<file path="src/rtl/gic_pkg.sv">
// Shared types and defaults for the grid index converter.
package gic_pkg;

	localparam int AXIS_BITS_DEF = 10;

	typedef enum logic [1:0] {
		CMD_IJK_TO_CELL = 2'd0,
		CMD_CELL_TO_IJK = 2'd1,
		CMD_IJK_TO_NODE = 2'd2,
		CMD_NODE_TO_IJK = 2'd3
	} cmd_t;

	typedef struct packed {
		logic valid;
		logic rev;
		logic bad;
	} stage_flags_t;

endpackage

</file>
<file path="src/rtl/gic_div_step.sv">
// One registered restoring-division step, producing one quotient bit.
module gic_div_step #(
	parameter int AXIS_BITS = gic_pkg::AXIS_BITS_DEF,
	parameter int SHIFT     = 0,
	parameter int SIDE_W    = 1,
	localparam int W        = 3 * AXIS_BITS + 1
) (
	input  logic                  clk,
	input  logic                  arst_n,
	input  logic                  en,
	input  gic_pkg::stage_flags_t flags,
	input  logic [W-1:0]          rem,
	input  logic [W-1:0]          div,
	input  logic [AXIS_BITS-1:0]  quo,
	input  logic [SIDE_W-1:0]     side,
	output gic_pkg::stage_flags_t flags_s1,
	output logic [W-1:0]          rem_s1,
	output logic [W-1:0]          div_s1,
	output logic [AXIS_BITS-1:0]  quo_s1,
	output logic [SIDE_W-1:0]     side_s1
);
	import gic_pkg::*;

	logic [W-1:0]         d_sh;
	logic                 ge;
	logic [W-1:0]         rem_c;
	logic [AXIS_BITS-1:0] quo_c;

	assign d_sh  = div << SHIFT;
	assign ge    = rem >= d_sh;
	assign rem_c = ge ? (rem - d_sh) : rem;

	always_comb begin
		quo_c        = quo;
		quo_c[SHIFT] = ge;
	end

	always_ff @(posedge clk or negedge arst_n) begin
		if (!arst_n) begin
			flags_s1 <= '0;
		end else if (en) begin
			flags_s1 <= flags;
		end
	end

	always_ff @(posedge clk) begin
		if (en) begin
			rem_s1  <= rem_c;
			div_s1  <= div;
			quo_s1  <= quo_c;
			side_s1 <= side;
		end
	end

endmodule

</file>
<file path="config.mk">
export PLATFORM = sky130hd
export DESIGN_NAME = gic_div_step
export DESIGN_NICKNAME = d
export VERILOG_FILES = /design/src/rtl/gic_pkg.sv /design/src/rtl/gic_div_step.sv
export SDC_FILE = /design/constraint.sdc
export NUM_CORES = 1
export LEC_CHECK = 0
export CORE_MARGIN = 4
export CORE_UTILIZATION = 25
export DETAILED_ROUTE_END_ITERATION = 10
export DONT_BUFFER_PORTS = 1
export SYNTH_ARGS = -nofsm -noshare
export SYNTH_HDL_FRONTEND = slang
export SYNTH_SLANG_ARGS = --single-unit
</file>
<file path="constraint.sdc">
create_clock -name clk -period 1.1 [get_ports clk]
set_input_delay 0.22 -clock clk [delete_from_list [all_inputs] [get_ports clk]]
set_output_delay 0.22 -clock clk [all_outputs]
set_load 0.01 [all_outputs]
</file>
## Yosys cells after proc, flatten, opt, wreduce, memory -nomap -nowiden

Cells that the tools add are included.

| cells by class | value |
|---|---|
| muxes and demuxes | 1 |
| add/sub/neg operators | 1 |
| $lt $le $gt $ge | 1 |

Operator list:

| kind | number |
|---|---|
| >= comparator 31 bit | 1 |
| 2-to-1 mux 31 bit | 1 |
| subtractor 31 bit | 1 |

| storage, ports and cells | value |
|---|---|
| logic and storage cells | 10 |
| output and inout bits | 76 |
| flip-flop bits (word level) | 76 |

## Longest topological paths before layout

Gate-level depths: netlist of run 1.

| logic depth | value |
|---|---|
| depth after elaboration | 2 |
| depth in mapped cells | 12 |

## Worst setup path after synthesis of run 1

OpenSTA, ideal clock, no wires.

| path | value |
|---|---|
| path type | input to register |
| start point | input div[6] |
| end point | register rem_s1[10] (data pin) |
| path buffers | 1 |
| data required time | 0.840 ns |
| setup slack | -1.465 ns |
| stages | 11 |
| setup time | 0.260 ns |
| data arrival time | 2.304 ns |
| cells stage by stage | inv_1 > ha_1 > a21oi_2 > or3_1 > o211ai_1 > o21ai_1 > a31oi_4 > a32oi_2 > o21ai_4 > buf_6 > mux2_4 |

| on the way | value |
|---|---|
| word-level cells in the longest chain between the ends | 2 |
| elaborated cells on any way between the ends | 3 |
| those cells by class | add/sub (1); order compare (1); mux (1) |

Ends and longest elaborated chain:

| element | RTL line | RTL |
|---|---|---|
| start, declared | gic_div_step.sv:13 | `input logic [W-1:0] div,` |
| subtractor 31 bit / >= comparator 31 bit (equally long branches) | gic_div_step.sv:31, gic_div_step.sv:30 |  |
| 2-to-1 mux 31 bit (*) | gic_div_step.sv:31 | `assign rem_c = ge ? (rem - d_sh) : rem;` |
| named net rem_c[10] | gic_div_step.sv:26 | `logic [W-1:0] rem_c;` |
| end signal, assigned | gic_div_step.sv:48 | `rem_s1 <= rem_c;` |
| end, declared | gic_div_step.sv:17 | `output logic [W-1:0] rem_s1,` |

Mark *: on every way through the listed nets, which the timed path passes. The rest lies on a longest branch.
A chain may end at the register's enable or synchronous reset.

## Worst setup path in the final report of run 1

| path | value |
|---|---|
| start point | input div[10] |
| end point | register rem_s1[19] (data pin) |

The elaborated chain is that of the path after synthesis.

==> results of run 1 <==
how the worst max path moves through the flow:
stage                       to  cells past startpoint  slack, ps  startpoint
finish              rem_s1[19]                     12      -1170     div[10]
global route        rem_s1[19]                     12      -1230      div[3]
CTS                  rem_s1[4]                     12      -1110     div[10]
detailed placement  rem_s1[30]                     11      -1550      rem[0]
global placement    rem_s1[25]                     11      -1520      div[8]
floorplan           rem_s1[10]                     11      -1370      div[9]
cell usage after synthesis (2+ instances only):
library cell,n
sky130_fd_sc_hd__o211ai_1,3
sky130_fd_sc_hd__and3_1,3
sky130_fd_sc_hd__o21ai_0,18
sky130_fd_sc_hd__o31a_1,2
sky130_fd_sc_hd__a211oi_1,4
sky130_fd_sc_hd__mux2_4,25
sky130_fd_sc_hd__nor2b_1,6
sky130_fd_sc_hd__mux2i_1,3
sky130_fd_sc_hd__o21bai_1,4
sky130_fd_sc_hd__a21oi_1,19
sky130_fd_sc_hd__edfxtp_1,73
sky130_fd_sc_hd__nand2_1,18
sky130_fd_sc_hd__clkbuf_1,7
sky130_fd_sc_hd__dfrtp_1,3
sky130_fd_sc_hd__nand2b_1,6
sky130_fd_sc_hd__ha_1,31
sky130_fd_sc_hd__nor3_1,7
sky130_fd_sc_hd__nor2_1,20
sky130_fd_sc_hd__nand3_1,10
sky130_fd_sc_hd__inv_1,41
sky130_fd_sc_hd__and2_1,3
sky130_fd_sc_hd__o2111ai_1,2
sky130_fd_sc_hd__o31ai_1,2
sky130_fd_sc_hd__mux2_2,4
sky130_fd_sc_hd__or3_1,4
sky130_fd_sc_hd__o21ai_1,3
sky130_fd_sc_hd__buf_6,3
sky130_fd_sc_hd__a311oi_1,3
sky130_fd_sc_hd__xor2_1,11
sky130_fd_sc_hd__a31oi_1,3
sky130_fd_sc_hd__xnor2_1,13
sky130_fd_sc_hd__a21o_1,6
sky130_fd_sc_hd__nand4_1,7
sky130_fd_sc_hd__o21a_1,4
report_power, final:
group	leakage (uW)	total, uW	internal (uW)	switching (uW)
clock	0.000159	3310	2110	1200
sequential	0.000749	3870	3580	292
combinational	0.00196	2750	1600	1160
total	0.00287	9930	7280	2650
stage by stage:
stage | hold WS, ps | cells
final | -2.07 | 790
after global routing | -25.9 | 790
after CTS | -25.1 | 782
after detailed placement | -75.5 | 711
after global placement | -75.5 | 711
after floorplan | -75.6 | 396
critical path, stage by stage:
cell	delay (ps)
sky130_fd_sc_hd__inv_8	10
sky130_fd_sc_hd__ha_4	270
sky130_fd_sc_hd__nand2_4	50
sky130_fd_sc_hd__or3_4	380
sky130_fd_sc_hd__o211ai_1	140
sky130_fd_sc_hd__o21ai_2	130
sky130_fd_sc_hd__a31oi_4	160
sky130_fd_sc_hd__a32oi_2	160
sky130_fd_sc_hd__o21ai_4	200
sky130_fd_sc_hd__buf_12	170
sky130_fd_sc_hd__buf_12	130
sky130_fd_sc_hd__mux2_4	320
state kept, by name, summed over array words and instances (netlist names):
register,flops
div_s1,31
flags_s1,3
quo_s1,10
rem_s1,31
side_s1,1
what timing repair did:
action,CTS,global route
pin swaps,10,13
gates cloned,2,1
setup buffers,12,10
hold endpoints to repair,117,50
setup endpoints to repair,32,32
gates resized for setup,54,15
layout make-up:
class | instances | area, sq um | share of cell area [%]
clock buffer | 12 | 256 | 3.60
clock inverter | 4 | 72.6 | 1.02
inverter | 41 | 199 | 2.79
multi-input combinational | 268 | 2600 | 36.6
sequential | 76 | 2270 | 31.8
tap | 229 | 287 | 4.02
timing repair buffer | 160 | 1440 | 20.2
cell families (layout without fill, tap and decap cells):
logic type	after synthesis	in the layout	synth area share, %
simple gates	89	89	9.67
xor+xnor	24	24	4.51
buf+inv	52	217	4.75
mux	32	32	9.67
flops	76	76	48.7
fa+ha+maj	32	32	8.75
compound gates	91	91	14.0
layer usage:
| layer | part of all wire [%] | up-vias |
|---|---|---|
| met2 | 50 | 120 |
| met4 | 1.9 | 0 |
| met1 | 41 | 1797 |
| met3 | 7.5 | 25 |
| met5 | 0 | - |
| li1 | - | 1799 |
==> run metrics, run 1 <==
outcome complete, but fails checks; violations in the final reports negative hold slack, negative setup slack; clock buffer depth 2; total track usage 13.6%; die area 20900 sq um; worst reg-to-reg setup slack 300 ps; class of the most critical hold timing path in -> reg; Max Clk Rate 440 MHz; placed wire-length estimate after detailed placement 10300 um; core area 18100 sq um; Slew Limit Fails 0; kind of capture point of the worst setup path flop; flops & latches, synth 76; Post-Route Hold Slack -2.07 ps; cell area after layout 7120 sq um; final global-route overflow total 0; Seq/Total Area, Yosys 48.7%; power per unit of standard cell area 1390 nW/um^2; layout cell share with drive strength beyond 1 41.4%; Post-Syn Area per Cell 11.8 sq um; worst slack at placement -1550 ps; count of pins on the block boundary 155; top cell type by total area after synthesis sky130_fd_sc_hd__edfxtp_1; global-route met2 utilization 23.6%; endpoint with the worst hold slack rem_s1[13]; total number of placement rows 49; initial core utilization 25.7%; via count of the routed design 3741; relative area change from synthesis to final layout 52.9%; leakage 0.00287 uW; wire length of the first global-routing pass 21600 um; largest voltage drop on the vdd net 0.714 mV; die outline width 145 um; number of buffers inserted for hold repair after clock tree synthesis 42; CTS Buf Count 9; final wirelength 14600 um; number of violations of the max-capacitance limit 0; RSZ-0062 raised after global routing yes; largest fanout on the critical path 6; detailed-router iteration count before antenna repair 4; DRT antenna net count 0; number of global-route vias before repair 4009; final-layout fill cell count 1712; met1 capacity usage during global routing 15.3%; nets 667; count of routing violations after the opening detailed-route iteration 181; Design Power 9930 uW; Cell Area, Placed 5870 sq um; largest net degree at the start of global routing 77; setup TNS -35350 ps; Remaining DRCs 0; endpoint of the most critical register-to-register path flags_s1[0]; fraction of registers with async set or reset after synthesis 3.95%; worst reg2reg path startpoint flags_s1[0]; floorplan die height 145 um; total number of H-tree levels 3; CP startpoint kind input pin; final critical-path required period 2270 ps; commonest register cell after synthesis sky130_fd_sc_hd__edfxtp_1; classification of the worst setup path in -> reg; path depth of the worst reg2reg path 1; post-synth top area share 47.0%; most frequent standard cell in the layout excluding fill and tap cells sky130_fd_sc_hd__buf_4; slew at the pin closest to its max-slew limit 407 ps; Finished Core Util 39.3%; via count normalized by instance count 4.74; Yosys warning total 0; worst hold path stage count 0; buffer type at the clock tree root sky130_fd_sc_hd__clkbuf_16; clock skew after layout 0 ps; gate count of the mapped netlist 396; leading cell types in the layout, fill and taps excluded 106 x sky130_fd_sc_hd__buf_4, 73 x sky130_fd_sc_hd__edfxtp_1, 42 x sky130_fd_sc_hd__dlygate4sd3_1; Hold Fails Final Rpt 2; Clk Latency, worst-skew pair 340 ps; unique cell type count in the Yosys netlist 59; count of endpoints failing setup in the final report 32; final weighted congestion of routability-driven global placement 0.893; diode insertion count for antenna repair 0; share of the clock period used by the worst path 207%; count of flip-flops with a built-in enable after synthesis 73; headroom to the max-slew limit 72.9%; Routed wire per std cell 18.5 um; final critical-path setup slack -1170 ps; synthesized netlist net count 507; critical hold path startpoint en; area of the mapped netlist 4660 sq um; number of clock sinks seen by CTS 76; Worst EP required 1180 ps; initial antenna violation count 0; worst path arrival time 2360 ps; met3 Track Usage GR 5.13%; CTS tree done; clock edge transition at the registers on the reported setup and hold paths 60 ps; cell types occupying the most area after synthesis sky130_fd_sc_hd__edfxtp_1 47%, sky130_fd_sc_hd__ha_1 8.3%, sky130_fd_sc_hd__mux2_4 8.1%; busiest metal layer after global routing met2; number of buffers inserted by port buffering 0
No activity file was read; power rests on OpenSTA's default activity.
==> inputs of run 2 (changes only) <==
--- a/config.mk
+++ b/config.mk
@@ -5,6 +5,7 @@
 export SDC_FILE = /design/constraint.sdc
 export NUM_CORES = 1
 export LEC_CHECK = 0
+export ABC_AREA = 1
 export CORE_MARGIN = 4
 export CORE_UTILIZATION = 25
 export DETAILED_ROUTE_END_ITERATION = 10
==> run 2 against run 1 <==
The run still ends with negative hold slack, negative setup slack left. Via count rose by 33%. Worst hold slack got worse by 14 ps. Global-route usage increased by 1.9 points. Clock skew is the same. Sequential share of layout area decreased by 5.4 points. Clock power rose by 8.2%. Area after synthesis is 16% higher. Final cell count rose by 48%.
==> run metrics, run 2 <==
outcome complete, but fails checks; violations in the final reports negative hold slack, negative setup slack; total number of placement rows 53; Gate power share 29.9%; Buf+Inv Stages, Crit Path 2; slew at the pin closest to its max-slew limit 333 ps; critical hold path startpoint en; leakage 0.00408 uW; Post-Route Hold Slack -16.2 ps; count of endpoints failing setup in the final report 32; nets 997; Yosys warning total 0; xor-xnor portion of the synthesized cell area 2.42%; clock buffer depth 2; largest fanout on the critical path 10; switching share of total power 30.1%; busiest metal layer after global routing met2; core area 21200 sq um; Top delay family on crit path simple AND/OR/NAND/NOR gates; Slew Limit Fails 0; library cell with the highest instance count after synthesis sky130_fd_sc_hd__nand2_1; final critical-path setup slack -431 ps; Hold Fails Final Rpt 3; path depth of the worst reg2reg path 1; largest net degree at the start of global routing 77; Cell Count Post-Placement 1077; placed wire-length estimate after detailed placement 14100 um; buffer type at the clock tree root sky130_fd_sc_hd__clkbuf_16; Post-Syn Area per Cell 7.51 sq um; layout cell share with drive strength beyond 1 40.2%; fraction of registers with async set or reset after synthesis 3.95%; most used cell along the critical path sky130_fd_sc_hd__nand4_1; largest voltage drop on the vdd net 0.530 mV; global-route met2 utilization 25.5%; class of the most critical hold timing path in -> reg; synthesized netlist net count 833; detailed-router iteration count before antenna repair 4; Top Registers div_s1: 31 flops, rem_s1: 31 flops, quo_s1: 10 flops; area of the mapped netlist 5420 sq um; crit path cell chain inv_2, ha_4, nand4_1, nor3_1, nand4_1, nand3_4, buf_12, o21ai_1; worst slack at placement -916 ps; total track usage 15.6%; relative area change from synthesis to final layout 58.0%; CP startpoint kind input pin; slowest stage cell, crit path sky130_fd_sc_hd__ha_4; power per unit of standard cell area 1240 nW/um^2; Finished Core Util 40.5%; initial antenna violation count 0; internal power summed over all cells 7430 uW; unique cell type count in the Yosys netlist 31; top cells by instance count after synthesis 267 x sky130_fd_sc_hd__nand2_1, 153 x sky130_fd_sc_hd__inv_1, 73 x sky130_fd_sc_hd__edfxtp_1; Worst EP required 1200 ps; kind of capture point of the worst setup path flop; initial core utilization 25.6%; wire length of the first global-routing pass 28700 um; number of global-route vias before repair 5142; met1 capacity usage during global routing 20.2%; via count of the routed design 4983; setup TNS -12600 ps; share of the clock period used by the worst path 139%; number of buffers inserted by port buffering 0; RSZ-0062 raised after global routing yes; gate count of the mapped netlist 722; Max Clk Rate 653 MHz; leading cell types in the layout, fill and taps excluded 193 x sky130_fd_sc_hd__nand2_1, 119 x sky130_fd_sc_hd__inv_1, 104 x sky130_fd_sc_hd__buf_4; final-layout fill cell count 2114; via count normalized by instance count 4.27; relative contribution of sequential cells to total power 36.4%; headroom to the max-slew limit 77.8%; Seq/Total Area, Yosys 41.8%; count of pins on the block boundary 155; count of flip-flops with a built-in enable after synthesis 73; count of routing violations after the opening detailed-route iteration 316; non-filler instance count after layout 1166; sw power 3190 uW; final weighted congestion of routability-driven global placement 0.904; number of buffers inserted for hold repair after clock tree synthesis 42; final wirelength 19300 um; clock skew after layout 0 ps; classification of the worst setup path in -> reg; Routed wire per std cell 16.6 um; Clk Latency, worst-skew pair 350 ps; worst reg-to-reg setup slack 280 ps; final critical-path required period 1530 ps; worst hold path stage count 0; worst path arrival time 1640 ps; endpoint with the worst hold slack div_s1[3]; die outline width 155 um; floorplan die height 155 um; portion of total power attributed to the clock network 33.7%; Remaining DRCs 0; post-synth top area share 40.4%; commonest register cell after synthesis sky130_fd_sc_hd__edfxtp_1; met3 Track Usage GR 4.20%; mux share of post-synthesis cell area 0.623%; flops & latches, synth 76; main combinational cell family by area after synthesis simple AND/OR/NAND/NOR gates; Adder-Cell Fraction of Synth Area 7.52%; clock edge transition at the registers on the reported setup and hold paths 60 ps; total number of H-tree levels 3; most frequent standard cell in the layout excluding fill and tap cells sky130_fd_sc_hd__nand2_1; top cell type by total area after synthesis sky130_fd_sc_hd__edfxtp_1; number of clock sinks seen by CTS 76; final global-route overflow total 0; Largest stage delay, worst path 300 ps; share of the synthesized area in compound gates (AO/OA/AOI/OAI) 2.17%; worst reg2reg path startpoint flags_s1[1]; CTS Buf Count 9; number of violations of the max-capacitance limit 0; endpoint of the most critical register-to-register path flags_s1[1]; DRT antenna net count 0; diode insertion count for antenna repair 0; CTS tree done; cell types occupying the most area after synthesis sky130_fd_sc_hd__edfxtp_1 40%, sky130_fd_sc_hd__nand2_1 18%, sky130_fd_sc_hd__inv_1 11%; Simple-Gate Fraction of Synth Area 33.0%; die area 24100 sq um
## run 2: kinds of logic after synthesis
| kind of cell | count (synthesis) |
|---|---|
| AND/OR/NAND/NOR | 410 |
| AO/OA/AOI/OAI | 22 |
| flip-flops | 76 |
| buffers and inverters | 164 |
| XOR/XNOR | 15 |
| adder cells (fa/ha/maj) | 32 |
| multiplexers | 3 |
## run 2: how the worst max path moves through the flow
| stage | start | to | cells past startpoint |
|---|---|---|---|
| 2_1_floorplan | div[21] | rem_s1[13] | 13 |
| 6_report | div[25] | rem_s1[0] | 8 |
| 4_1_cts | div[23] | rem_s1[1] | 12 |
| 3_3_place_gp | div[20] | rem_s1[22] | 12 |
| 5_1_grt | div[2] | rem_s1[24] | 15 |
| 3_5_place_dp | div[20] | rem_s1[22] | 12 |
## run 2: repair_timing
item                                   CTS  global route
setup endpoints to repair               32            32
buffers inserted                        17             9
gates cloned                             3             4
pin swaps                               14            43
gates resized for setup                 72            81
endpoints found under the hold margin   90            21
## run 2: power groups by stage
| stage | Combinational [uW] | Sequential [uW] | Clock, uW |
|---|---|---|---|
| floorplan | 1680 | 3870 | 0 |
| global placement | 2540 | 3940 | 0 |
| detailed placement | 2560 | 3940 | 0 |
| CTS | 2950 | 3880 | 3680 |
| global route | 3500 | 3900 | 3830 |
| finish | 3180 | 3870 | 3580 |
## run 2: cell type report
type / count / area [sq um] / area share, %
inverters: 155 / 634 / 7.40
clock inverters: 4 / 95.1 / 1.11
clock buffers: 12 / 256 / 2.99
repair buffers: 162 / 1470 / 17.1
well taps: 275 / 344 / 4.02
multi-input cells: 482 / 3500 / 40.9
flip-flops and latches: 76 / 2270 / 26.5
## run 2: routing by layer
layer	routed length (um)	vias to the layer above
met5	0	-
met4	324	0
met3	1280	17
met2	9140	137
met1	8560	2240
li1	-	2589
## run 2: through the flow
step	total power, uW	hold slack [ps]	area, sq um
global placement	6490	-75.5	7010
global route	11200	-24.9	8570
finish	10600	-16.2	8570
detailed placement	6500	-75.5	7010
CTS	10500	-24.2	8170
floorplan	5550	-75.6	6050
