===== src/rtl/gic_pkg.sv =====
// Shared types and defaults for the grid index converter.
package gic_pkg;

	localparam int AXIS_BITS_DEF = 10;

	typedef enum logic [1:0] {
		CMD_IJK_TO_CELL = 2'd0,
		CMD_CELL_TO_IJK = 2'd1,
		CMD_IJK_TO_NODE = 2'd2,
		CMD_NODE_TO_IJK = 2'd3
	} cmd_t;

	typedef struct packed {
		logic valid;
		logic rev;
		logic bad;
	} stage_flags_t;

endpackage


===== src/rtl/gic_apb_regs.sv =====
// APB register file holding the cell counts per axis.
module gic_apb_regs #(
	parameter int AXIS_BITS = gic_pkg::AXIS_BITS_DEF
) (
	input  logic                 clk,
	input  logic                 arst_n,
	input  logic                 psel,
	input  logic                 penable,
	input  logic                 pwrite,
	input  logic [3:0]           paddr,
	input  logic [31:0]          pwdata,
	output logic [31:0]          prdata,
	output logic                 pready,
	output logic [AXIS_BITS-1:0] cells_x,
	output logic [AXIS_BITS-1:0] cells_y,
	output logic [AXIS_BITS-1:0] cells_z
);
	import gic_pkg::*;

	localparam logic [1:0] REG_CELLS_X = 2'd0;
	localparam logic [1:0] REG_CELLS_Y = 2'd1;
	localparam logic [1:0] REG_CELLS_Z = 2'd2;

	logic [AXIS_BITS-1:0] cells_x_q;
	logic [AXIS_BITS-1:0] cells_y_q;
	logic [AXIS_BITS-1:0] cells_z_q;
	logic                 wr_en;

	assign pready = 1'b1;
	assign wr_en  = psel & penable & pwrite;

	always_ff @(posedge clk or negedge arst_n) begin
		if (!arst_n) begin
			cells_x_q <= AXIS_BITS'(1);
			cells_y_q <= AXIS_BITS'(1);
			cells_z_q <= AXIS_BITS'(1);
		end else if (wr_en) begin
			unique case (paddr[3:2])
				REG_CELLS_X: cells_x_q <= pwdata[AXIS_BITS-1:0];
				REG_CELLS_Y: cells_y_q <= pwdata[AXIS_BITS-1:0];
				REG_CELLS_Z: cells_z_q <= pwdata[AXIS_BITS-1:0];
				default: ;
			endcase
		end
	end

	always_comb begin
		unique case (paddr[3:2])
			REG_CELLS_X: prdata = 32'(cells_x_q);
			REG_CELLS_Y: prdata = 32'(cells_y_q);
			REG_CELLS_Z: prdata = 32'(cells_z_q);
			default:     prdata = '0;
		endcase
	end

	assign cells_x = cells_x_q;
	assign cells_y = cells_y_q;
	assign cells_z = cells_z_q;

endmodule


===== config.mk =====
export PLATFORM = sky130hd
export DESIGN_NAME = gic_apb_regs
export DESIGN_NICKNAME = d
export VERILOG_FILES = /design/src/rtl/gic_pkg.sv /design/src/rtl/gic_apb_regs.sv
export SDC_FILE = /design/constraint.sdc
export NUM_CORES = 1
export LEC_CHECK = 0
export ABC_AREA = 0
export BUFFER_PORTS_ARGS = -buffer_cell sky130_fd_sc_hd__buf_2
export CAP_MARGIN = 20
export CORE_MARGIN = 5
export CORE_UTILIZATION = 44
export CTS_CLUSTER_DIAMETER = 50
export DETAILED_ROUTE_END_ITERATION = 16
export GPL_ROUTABILITY_DRIVEN = 1
export PLACE_DENSITY = 0.84
export SYNTH_ARGS = -nofsm -noshare
export SYNTH_HDL_FRONTEND = slang
export SYNTH_SLANG_ARGS = --single-unit

===== constraint.sdc =====
create_clock -name clk -period 2.65 [get_ports clk]
set_clock_uncertainty 0.1 [all_clocks]
set_input_delay 0.795 -clock clk [delete_from_list [all_inputs] [get_ports clk]]
set_output_delay 0.795 -clock clk [all_outputs]
set_load 0.005 [all_outputs]

== After elaboration in Yosys (flattened, before gate mapping) ==
Index checks and enable logic that the tools add are counted.

* Register bits: 30
* Input port bits: 41
* Output and inout bits: 63
* Logic and storage cells: 12

* Eq/ne operators: 2
* Mux-type cells: 1
* Bitwise operators: 2
* Reductions and logical operators: 4

{| class="wikitable"
|+ Operator list
! cell !! count
|-
| $pmux 10 s3 || 1
|-
| $reduce_and 2->1 || 3
|-
| $and 1x1->1 || 2
|-
| $eq 2x1->1 const B || 1
|-
| $eq 2x2->1 const B || 1
|-
| $logic_not 2->1 || 1
|}

== Logic depth before layout (Yosys ltp) ==
Gate-level depths: netlist of run 1.

* Depth after elaboration: 3
* Mapped depth: 4
* Gate-level depth less buffers: 3

== Least setup slack after synthesis of run 1 ==
No wires, ideal clock.

* Kind: in2out
* From: input paddr[3]
* To: output prdata[0]
* Data arrival time: 1.320 ns
* Required time: 1.755 ns
* Setup slack: 0.435 ns
* Stages on the path: 4
* Path buffers: 1
* Cell sequence: nor2b_1 > clkbuf_1 > nand2_1 > o21ai_0

* Cells in the longest elaborated chain, start to end: 2
* Elaborated cells between the ends (all ways): 4
* Classes of those cells: eq/ne: 2; mux: 1; reduce/logical: 1

{| class="wikitable"
|+ Ends and longest elaborated chain
! what !! RTL line !! source
|-
| start, declared || gic_apb_regs.sv:10 || <nowiki>input logic [3:0] paddr,</nowiki>
|-
| $eq 2x2->1 (tied with other cells) || gic_apb_regs.sv:48 || <nowiki>unique case (paddr[3:2])</nowiki>
|-
| $pmux 10 s3 * || gic_apb_regs.sv:48 ||
|-
| end, declared || gic_apb_regs.sv:12 || <nowiki>output logic [31:0] prdata,</nowiki>
|}

Mark *: on every way between the ends. The rest lies on a longest branch, timed or not.

== Worst setup path in the final report of run 1 ==
* From: input paddr[2]
* To: output prdata[5]

Same word-level chain as after synthesis.

==> results of run 1 <==
## kinds of logic (layout without fill, tap and decap cells)
family / after synthesis / after routing / synth area share, %
compound gates: 10 / 10 / 3.279
other cells: 2 / 23 / 0.4920
mux: 40 / 40 / 28.69
flops: 30 / 30 / 49.43
buf+inv: 28 / 72 / 13.20
simple gates: 15 / 15 / 4.919
## per-stage QoR
stage	total power [mW]	hold slack, ns	instance area [sq um]
floorplan	0.8411	0.3994	1605
global placement	1.004	0.4111	1807
detailed placement	1.022	0.4175	1807
CTS	1.278	0.3871	1856
global route	1.348	0.4286	1856
finish	1.257	0.3858	1856
## placed cells by master, fill, tap and decap left out
| master | instances |
|---|---|
| buf_4 | 8 |
| buf_2 | 56 |
| nor3b_2 | 1 |
| conb_1 | 23 |
| or3b_1 | 1 |
| clkbuf_4 | 5 |
| nor3_2 | 1 |
| clkbuf_1 | 3 |
| mux2i_1 | 10 |
| dfstp_2 | 3 |
| mux2_2 | 30 |
| o21ai_0 | 10 |
| nand3_1 | 1 |
| nand2_1 | 10 |
| nor2b_1 | 1 |
| dfrtp_1 | 27 |
## power breakdown
group	total, mW	switching [mW]	internal, mW
sequential	0.652	0.0791	0.572
combinational	0.356	0.150	0.205
clock	0.250	0.144	0.106
total	1.26	0.374	0.883
## area by class of cell
cell class,instances,area (sq um)
fillers,301,1481
repair buffers,64,340.3
well taps,46,57.56
clock buffers,8,48.80
flip-flops and latches,30,754.5
multi-input cells,88,654.4
## registers in the layout, indices dropped and copies added, names as in the netlist
name / count
cells_y: 10
cells_x: 10
cells_z: 10
## worst paths after layout
path,startpoint,depth (start not counted),slack [ns],to
max in group asynchronous,arst_n,1,1.65,cells_x[1]$_DFFE_PN0P_
max reg2reg,cells_y[3]$_DFFE_PN0P_,1,1.75,cells_y[3]$_DFFE_PN0P_
min reg2reg,cells_y[4]$_DFFE_PN0P_,1,0.43,cells_y[4]$_DFFE_PN0P_
min in group clk,cells_y[4]$_DFFE_PN0P_,1,0.43,cells_y[4]$_DFFE_PN0P_
max,paddr[2],6,0.20,prdata[5]
min,arst_n,1,0.39,cells_x[6]$_DFFE_PN0P_
## layer usage
layer,vias to the layer above,wire (um),global-route usage (%)
met3,5,349,5.186
met1,563,1306,18.09
li1,512,-,-
met5,-,0,0
met2,57,1667,25.12
met4,0,52,7.543
==> metrics.cfg, run 1 <==
[drt]
dr.first_iter.drc_count = 25
avgRoutedWirePerCell_um = 14.31
wl_um = 3376
drtPass1Iterations = 4
via_per_inst = 4.818
vias = 1137
drtAntennaViolNets = 0
drc = 0

[pwr]
vdd_drop_max_mv = 0.3735
p_per_area_mw_per_mm2 = 677.3
leakagePower_nw = 0.9641

[clock_network]
cts_buffer_depth = 2
ctsRootBufferMaster = clkbuf_4
cts_hold_buf = 0
path_clk_slew_ns = 0.08
cts_tree = yes
numCtsBuffers = 5
clk_latency_ns = 0.32
cts.sinks = 30
cts_max_level = 2
cts.repair.resized = 0
postCtsSetupRepairBufs = 0

[setup_path]
crit_slowest_cell = nor2b_1
cp_max_fo = 5
crit_path_end_kind = output port
path_delay_family = buffers and inverters
cp_data_arrival_time_ns = 1.56
crit_type = in2out
start_kind = input pin
critPathMaxStageDelay_ns = 0.18
cp.buffers_inverters = 3
path_cells = buf_2, nor2b_1, buf_4, nand2_1, o21ai_0, buf_2
cp_data_required_time_ns = 1.76
cpMostUsedCell = buf_2

[place]
portBuffers = 56
pre_cts_slack_ns = 0.2189
hpwl_um = 2612
place.gp.congestion = 0.6917
placedCellCount = 228

[synthesis]
synth_edf_count = 0
synth.largest_area_cell = dfrtp_1
ys_ff_latch = 30
synth_top_area_share_pct = 44.26
ys_top_cells_by_area = dfrtp_1 (44%), mux2_2 (22%), buf_4 (11%)
yosys_warnings = 0
syn_area_per_cell_sq_um = 12.21
synth_ff_type = dfrtp_1
synthArstFlopShare_pct = 100.0
synth_top_cells_by_count = mux2_2 (30), dfrtp_1 (27), buf_4 (23)
yosysMostFrequentCell = mux2_2
seq_area_frac_synth_pct = 49.43
ys_types = 16
syn-instance-count = 125
synth_area_sq_mm = 0.001526

[floorplanning]
die_area_sq_mm = 0.004747
core_area_sq_mm = 0.003337
ios = 104
dieHeight_um = 68.90
start_util_pct = 45.74
rows = 21
die_w_um = 68.90

[global_routing]
antenna_found_initial = 0
grt_pass1_vias = 1123
grt.total_usage_pct = 15.41
grt_pass1_wl_um = 5230
grt_overflow = 0
grt_max_degree = 31

[status]
status = finished, final reports clean

[timing]
setup_viol = 0
period_share_pct = 92.52
finalMaxSlewViolations = 0
worst_pin_slew_ns = 0.6387
max_clock_freq_ghz = 0.4079
finalSetupTns_ns = 0
setup_slack_ns = 0.1982
hold_viol = 0
timing.slew.headroom_pct = 57.42
rsz0062_at_grt = no
fin_crit_ns = 2.452

[job]
maxCapViolations = 0

[layout]
area_growth_pct = 21.56
drive_gt1_share_pct = 54.74
antenna_cells = 0
utilization_pct = 55.61
fin_cells = 236
layout.nets = 230

[min_path]
hold_path_class = in2async

Power figures use the tool's default switching activity.
==> run 2: changes to the inputs <==
--- a/config.mk
+++ b/config.mk
@@ -9,11 +9,10 @@
 export BUFFER_PORTS_ARGS = -buffer_cell sky130_fd_sc_hd__buf_2
 export CAP_MARGIN = 20
 export CORE_MARGIN = 5
-export CORE_UTILIZATION = 44
+export CORE_UTILIZATION = 25
 export CTS_CLUSTER_DIAMETER = 50
 export DETAILED_ROUTE_END_ITERATION = 16
 export GPL_ROUTABILITY_DRIVEN = 1
-export PLACE_DENSITY = 0.84
 export SYNTH_ARGS = -nofsm -noshare
 export SYNTH_HDL_FRONTEND = slang
 export SYNTH_SLANG_ARGS = --single-unit
==> constraint.sdc (replaced) <==
create_clock -name clk -period 2.08 [get_ports clk]
set_clock_uncertainty 0.1 [all_clocks]
set_input_delay 0.624 -clock clk [delete_from_list [all_inputs] [get_ports clk]]
set_output_delay 0.624 -clock clk [all_outputs]
set_load 0.005 [all_outputs]
==> metrics.cfg, run 2 (synthesized netlist as in run 1, its figures left out) <==
[layout]
n_fill_cell = 623  ; was 301
layout.nets = 236  ; was 230
drive_gt1_share_pct = 58.67  ; was 54.74%
final_area_sq_mm = 0.002059  ; was 0.001856 sq mm
final_cell_mix = buf_2 (55), mux2_2 (30), dfrtp_1 (27), conb_1 (23), nand2_1 (10)  ; was buf_2 (56), mux2_2 (30), dfrtp_1 (27), conb_1 (23)
area_growth_pct = 34.92  ; was 21.56%
antenna_cells = 0  ; unchanged
final_common_cell = buf_2  ; unchanged

[drt]
avgRoutedWirePerCell_um = 14.52  ; was 14.31 um
drtAntennaViolNets = 0  ; unchanged
drtPass1Iterations = 4  ; unchanged
dr.first_iter.drc_count = 27  ; was 25
via_per_inst = 4.173  ; was 4.818
vias = 1131  ; was 1,137
wl_um = 3936  ; was 3376 um
drc = 0  ; unchanged

[clock_network]
cts_max_level = 2  ; unchanged
cts_buffer_depth = 2  ; unchanged
cts_hold_buf = 0  ; unchanged
numCtsBuffers = 5  ; unchanged
path_clk_slew_ns = 0.06  ; was 0.08 ns
cts.sinks = 30  ; unchanged
clk_latency_ns = 0.27  ; was 0.32 ns
ctsRootBufferMaster = clkbuf_8  ; was clkbuf_4
cts_tree = yes  ; unchanged

[timing]
fin_hold_ws_ns = 0.2776  ; was 0.3858 ns
timing.slew.headroom_pct = 55.95  ; was 57.42%
rsz0062_at_grt = yes  ; was no
max_clock_freq_ghz = 0.4897
period_share_pct = 98.18
finalSetupTns_ns = 0  ; unchanged
finalMaxSlewViolations = 0  ; unchanged
worst_pin_slew_ns = 0.6608  ; was 0.6387 ns
hold_viol = 0  ; unchanged
fin_crit_ns = 2.042
setup_viol = 0  ; unchanged

[job]
maxCapViolations = 0  ; unchanged

[place]
place_area_sq_mm = 0.001878  ; was 0.001807 sq mm
place.gp.congestion = 0.6806  ; was 0.6917
hpwl_um = 2890  ; was 2612 um
portBuffers = 56  ; unchanged

[setup_path]
start_kind = input pin  ; unchanged
cp_data_required_time_ns = 1.36  ; was 1.76 ns
crit_type = in2out  ; unchanged
crit_path_end_kind = output port  ; unchanged
cp_max_fo = 5  ; unchanged
cp_data_arrival_time_ns = 1.32  ; was 1.56 ns

[global_routing]
grt.total_usage_pct = 10.11  ; was 15.41%
antenna_found_initial = 0  ; unchanged
grt_pass1_wl_um = 5906  ; was 5230 um
grt_pass1_vias = 1119  ; was 1,123
grt_overflow = 0  ; unchanged
grt_max_degree = 31  ; unchanged

[min_path]
hold_path_class = in2async  ; unchanged

[floorplanning]
dieHeight_um = 88.14  ; was 68.90 um
die_area_sq_mm = 0.007769  ; was 0.004747 sq mm
ios = 104  ; unchanged
start_util_pct = 25.78  ; was 45.74%
die_w_um = 88.14  ; was 68.90 um
core_area_sq_mm = 0.005921  ; was 0.003337 sq mm
rows = 28  ; was 21

[pwr]
vdd_drop_max_mv = 0.4491  ; was 0.3735 mV
leakagePower_nw = 1.040  ; was 0.9641 nW
p_per_area_mw_per_mm2 = 871.2  ; was 677.3 mW/mm^2

[status]
status = finished, final reports clean  ; unchanged

-- run 2: final timing paths --
check                                        from                     end  slack, ns  cells after the start
min in group clk           cells_y[8]$_DFFE_PN0P_  cells_y[8]$_DFFE_PN0P_       0.43                      1
setup reg to reg           cells_y[1]$_DFFE_PN0P_  cells_y[1]$_DFFE_PN0P_       1.18                      1
hold reg to reg            cells_y[8]$_DFFE_PN0P_  cells_y[8]$_DFFE_PN0P_       0.43                      1
setup / recovery                         paddr[2]               prdata[1]       0.04                      5
max in group asynchronous                  arst_n  cells_z[8]$_DFFE_PN0P_       1.18                      1
hold / removal                             arst_n  cells_x[2]$_DFFE_PN0P_       0.28                      1
-- run 2: repair_timing --
item,in CTS,in global routing
pin swaps,0,1
cloned,1,1
setup buffers,0,1
gates resized for setup,3,14
endpoints found under the setup margin,3,10
-- run 2: critical path, stage by stage --
cell and delay (ns):
buf_12 0.11, buf_12 0.13, mux2i_4 0.18, o21ai_2 0.13, buf_2 0.14
-- run 2: final cells by class --
class	count	area, sq um	area share, %
clock buffer	7	86.33	4.192
clock inverter	1	5.005	0.2430
multi-input combinational	88	678.2	32.93
sequential	30	754.5	36.63
tap	75	93.84	4.556
timing repair buffer	70	441.7	21.45
-- run 2: report_power, final --
group          total (mW)  internal [mW]  switching, mW
sequential          0.830          0.731         0.0991
combinational       0.489          0.285          0.204
clock               0.476          0.266          0.209
-- run 2: metal layers --
metal	global-route usage, %	part of all wire (%)
met5	0	0
met4	2.060	0.61
met3	3.198	8.9
met2	16.78	47
met1	13.01	43
-- run 2: metrics by stage --
| step | setup slack, ns | std cells | power, mW | util, % |
|---|---|---|---|---|
| 6_report | 0.03789 | 271 | 1.794 | 34.78 |
| 3_5_place_dp | -0.01234 | 260 | 1.309 | 31.72 |
| 3_3_place_gp | 0.01341 | 260 | 1.296 | 31.72 |
| 4_1_cts | -0.007144 | 269 | 1.799 | 33.50 |
| 5_1_grt | -0.006652 | 271 | 1.928 | 34.78 |
| 2_1_floorplan | 0.2070 | 146 | 1.072 | - |
==> run 3: changes to the inputs <==
==> constraint.sdc (replaced) <==
create_clock -name clk -period 2 [get_ports clk]
set_clock_uncertainty 0.1 [all_clocks]
set_input_delay 0.6 -clock clk [delete_from_list [all_inputs] [get_ports clk]]
set_output_delay 0.6 -clock clk [all_outputs]
set_load 0.005 [all_outputs]
==> metrics.cfg, run 3 (synthesized netlist as in run 1, its figures left out) <==
[timing]
max_clock_freq_ghz = 0.5021
hold_viol = 0  ; unchanged
period_share_pct = 99.59
fin_crit_ns = 1.992
worst_pin_slew_ns = 0.6684  ; was 0.6608 ns
finalMaxSlewViolations = 0  ; unchanged
rsz0062_at_grt = yes  ; unchanged
timing.slew.headroom_pct = 55.44  ; was 55.95%
setup_viol = 0  ; unchanged
fin_hold_ws_ns = 0.2554  ; was 0.2776 ns

[clock_network]
clk_latency_ns = 0.28  ; was 0.27 ns
cts_hold_buf = 0  ; unchanged
cts_max_level = 2  ; unchanged
path_clk_slew_ns = 0.07  ; was 0.06 ns
numCtsBuffers = 5  ; unchanged
cts.sinks = 30  ; unchanged
cts_tree = yes  ; unchanged
cts_buffer_depth = 2  ; unchanged
ctsRootBufferMaster = clkbuf_8  ; unchanged

[floorplanning]
rows = 28  ; unchanged
dieHeight_um = 88.14  ; unchanged
core_area_sq_mm = 0.005921  ; unchanged
die_area_sq_mm = 0.007769  ; unchanged
ios = 104  ; unchanged
start_util_pct = 25.78  ; unchanged
die_w_um = 88.14  ; unchanged

[place]
hpwl_um = 2912  ; was 2890 um
place.gp.congestion = 0.6907  ; was 0.6806
portBuffers = 56  ; unchanged
place_area_sq_mm = 0.001886  ; was 0.001878 sq mm

[drt]
drtPass1Iterations = 4  ; unchanged
vias = 1105  ; was 1,131
drc = 0  ; unchanged
wl_um = 3869  ; was 3936 um
via_per_inst = 4.077  ; was 4.173
drtAntennaViolNets = 0  ; unchanged
avgRoutedWirePerCell_um = 14.28  ; was 14.52 um
dr.first_iter.drc_count = 26  ; was 27

[setup_path]
ff2ff_path_depth = 1  ; unchanged
cp_data_arrival_time_ns = 1.29  ; was 1.32 ns
rr_startpoint = cells_y[1]$_DFFE_PN0P_  ; unchanged
crit_type = in2out  ; unchanged
rr_endpoint = cells_y[1]$_DFFE_PN0P_  ; unchanged
critPathMaxStageDelay_ns = 0.18  ; about the same
cp_max_fo = 8  ; was 5
path_delay_family = buffers and inverters  ; unchanged
crit_path_end_kind = output port  ; unchanged
crit_slowest_cell = mux2i_4  ; unchanged
cp.buffers_inverters = 3  ; unchanged
start_kind = input pin  ; unchanged
r2r_slack_ns = 1.11  ; was 1.18 ns
path_cells = buf_8, buf_12, mux2i_4, o21ai_2, buf_2  ; was buf_12, buf_12, mux2i_4, o21ai_2, buf_2
cp_data_required_time_ns = 1.30  ; was 1.36 ns

[global_routing]
grt_pass1_vias = 1088  ; was 1,119
antenna_found_initial = 0  ; unchanged
grt_overflow = 0  ; unchanged
grt_pass1_wl_um = 5871  ; was 5906 um
grt_max_degree = 31  ; unchanged
grt.total_usage_pct = 10.16  ; was 10.11%

[job]
maxCapViolations = 0  ; unchanged

[min_path]
hold_path_class = in2async  ; unchanged

[pwr]
p_per_area_mw_per_mm2 = 912.1  ; was 871.2 mW/mm^2
leakagePower_nw = 1.034  ; was 1.040 nW
vdd_drop_max_mv = 0.4314  ; was 0.4491 mV
power_mw = 1.867  ; was 1.794 mW

[layout]
final_cell_mix = buf_2 (54), mux2_2 (30), dfrtp_1 (27), conb_1 (23), buf_4 (12)  ; was buf_2 (55), mux2_2 (30), dfrtp_1 (27), conb_1 (23), nand2_1 (10)
layout.nets = 236  ; unchanged
antenna_cells = 0  ; unchanged
final_area_sq_mm = 0.002047  ; was 0.002059 sq mm
final_common_cell = buf_2  ; unchanged
area_growth_pct = 34.10  ; was 34.92%
n_fill_cell = 614  ; was 623
drive_gt1_share_pct = 60.71  ; was 58.67%

[status]
status = finished, final reports clean  ; unchanged

[run 3: cell types whose count changed in the layout (fill, tap and decap cells not counted), sizes merged]
| cell | change |
|---|---|
| buf | +1 |
| clkbuf | -1 |
[run 3: cell type report]
cell class	count	area, sq um	area share (%)
repair buffers	70	417.9	20.42
clock inverters	1	5.005	0.2445
flip-flops and latches	30	754.5	36.86
multi-input cells	88	689.4	33.68
clock buffers	7	86.33	4.218
well taps	75	93.84	4.584
[run 3: worst max-delay path by stage]
stage,cells after the start,end,slack [ns],from
final,5,prdata[1],0.008,paddr[2]
after global routing,5,prdata[1],-0.03,paddr[2]
after CTS,5,prdata[1],-0.004,paddr[2]
after detailed placement,5,prdata[1],-0.03,paddr[2]
after global placement,6,prdata[2],-0.02,paddr[2]
after floorplan,4,prdata[0],0.17,paddr[3]
[run 3: timing repair]
item,4_1_cts,5_1_grt
endpoints found under the setup margin,10,10
pin swaps,0,2
buffers inserted,1,0
cloned,1,0
gates resized for setup,7,13
[run 3: through the flow]
step	std cells	worst slack, ns	TNS, ns	util [%]
3_5_place_dp	261	-0.03085	-0.04873	31.85
4_1_cts	271	-0.003616	-0.003616	33.94
5_1_grt	271	-0.02829	-0.09223	34.57
6_report	271	0.008273	0	34.57
2_1_floorplan	146	0.1750	0	-
3_3_place_gp	261	-0.01924	-0.07064	31.85
[run 3: layer usage]
| layer | vias up | track usage (%) | share of wire [%] |
|---|---|---|---|
| met2 | 54 | 16.64 | 48 |
| met5 | - | 0 | 0 |
| li1 | 520 | - | - |
| met3 | 4 | 3.104 | 8.1 |
| met1 | 527 | 13.14 | 44 |
| met4 | 0 | 2.473 | 0.59 |
[run 3: power breakdown]
part / internal [mW] / leakage [nW] / total (mW) / switching, mW
clock: 0.277 / 0.0482 / 0.492 / 0.215
combinational: 0.295 / 0.623 / 0.505 / 0.211
sequential: 0.760 / 0.363 / 0.869 / 0.109
total: 1.33 / 1.03 / 1.87 / 0.535
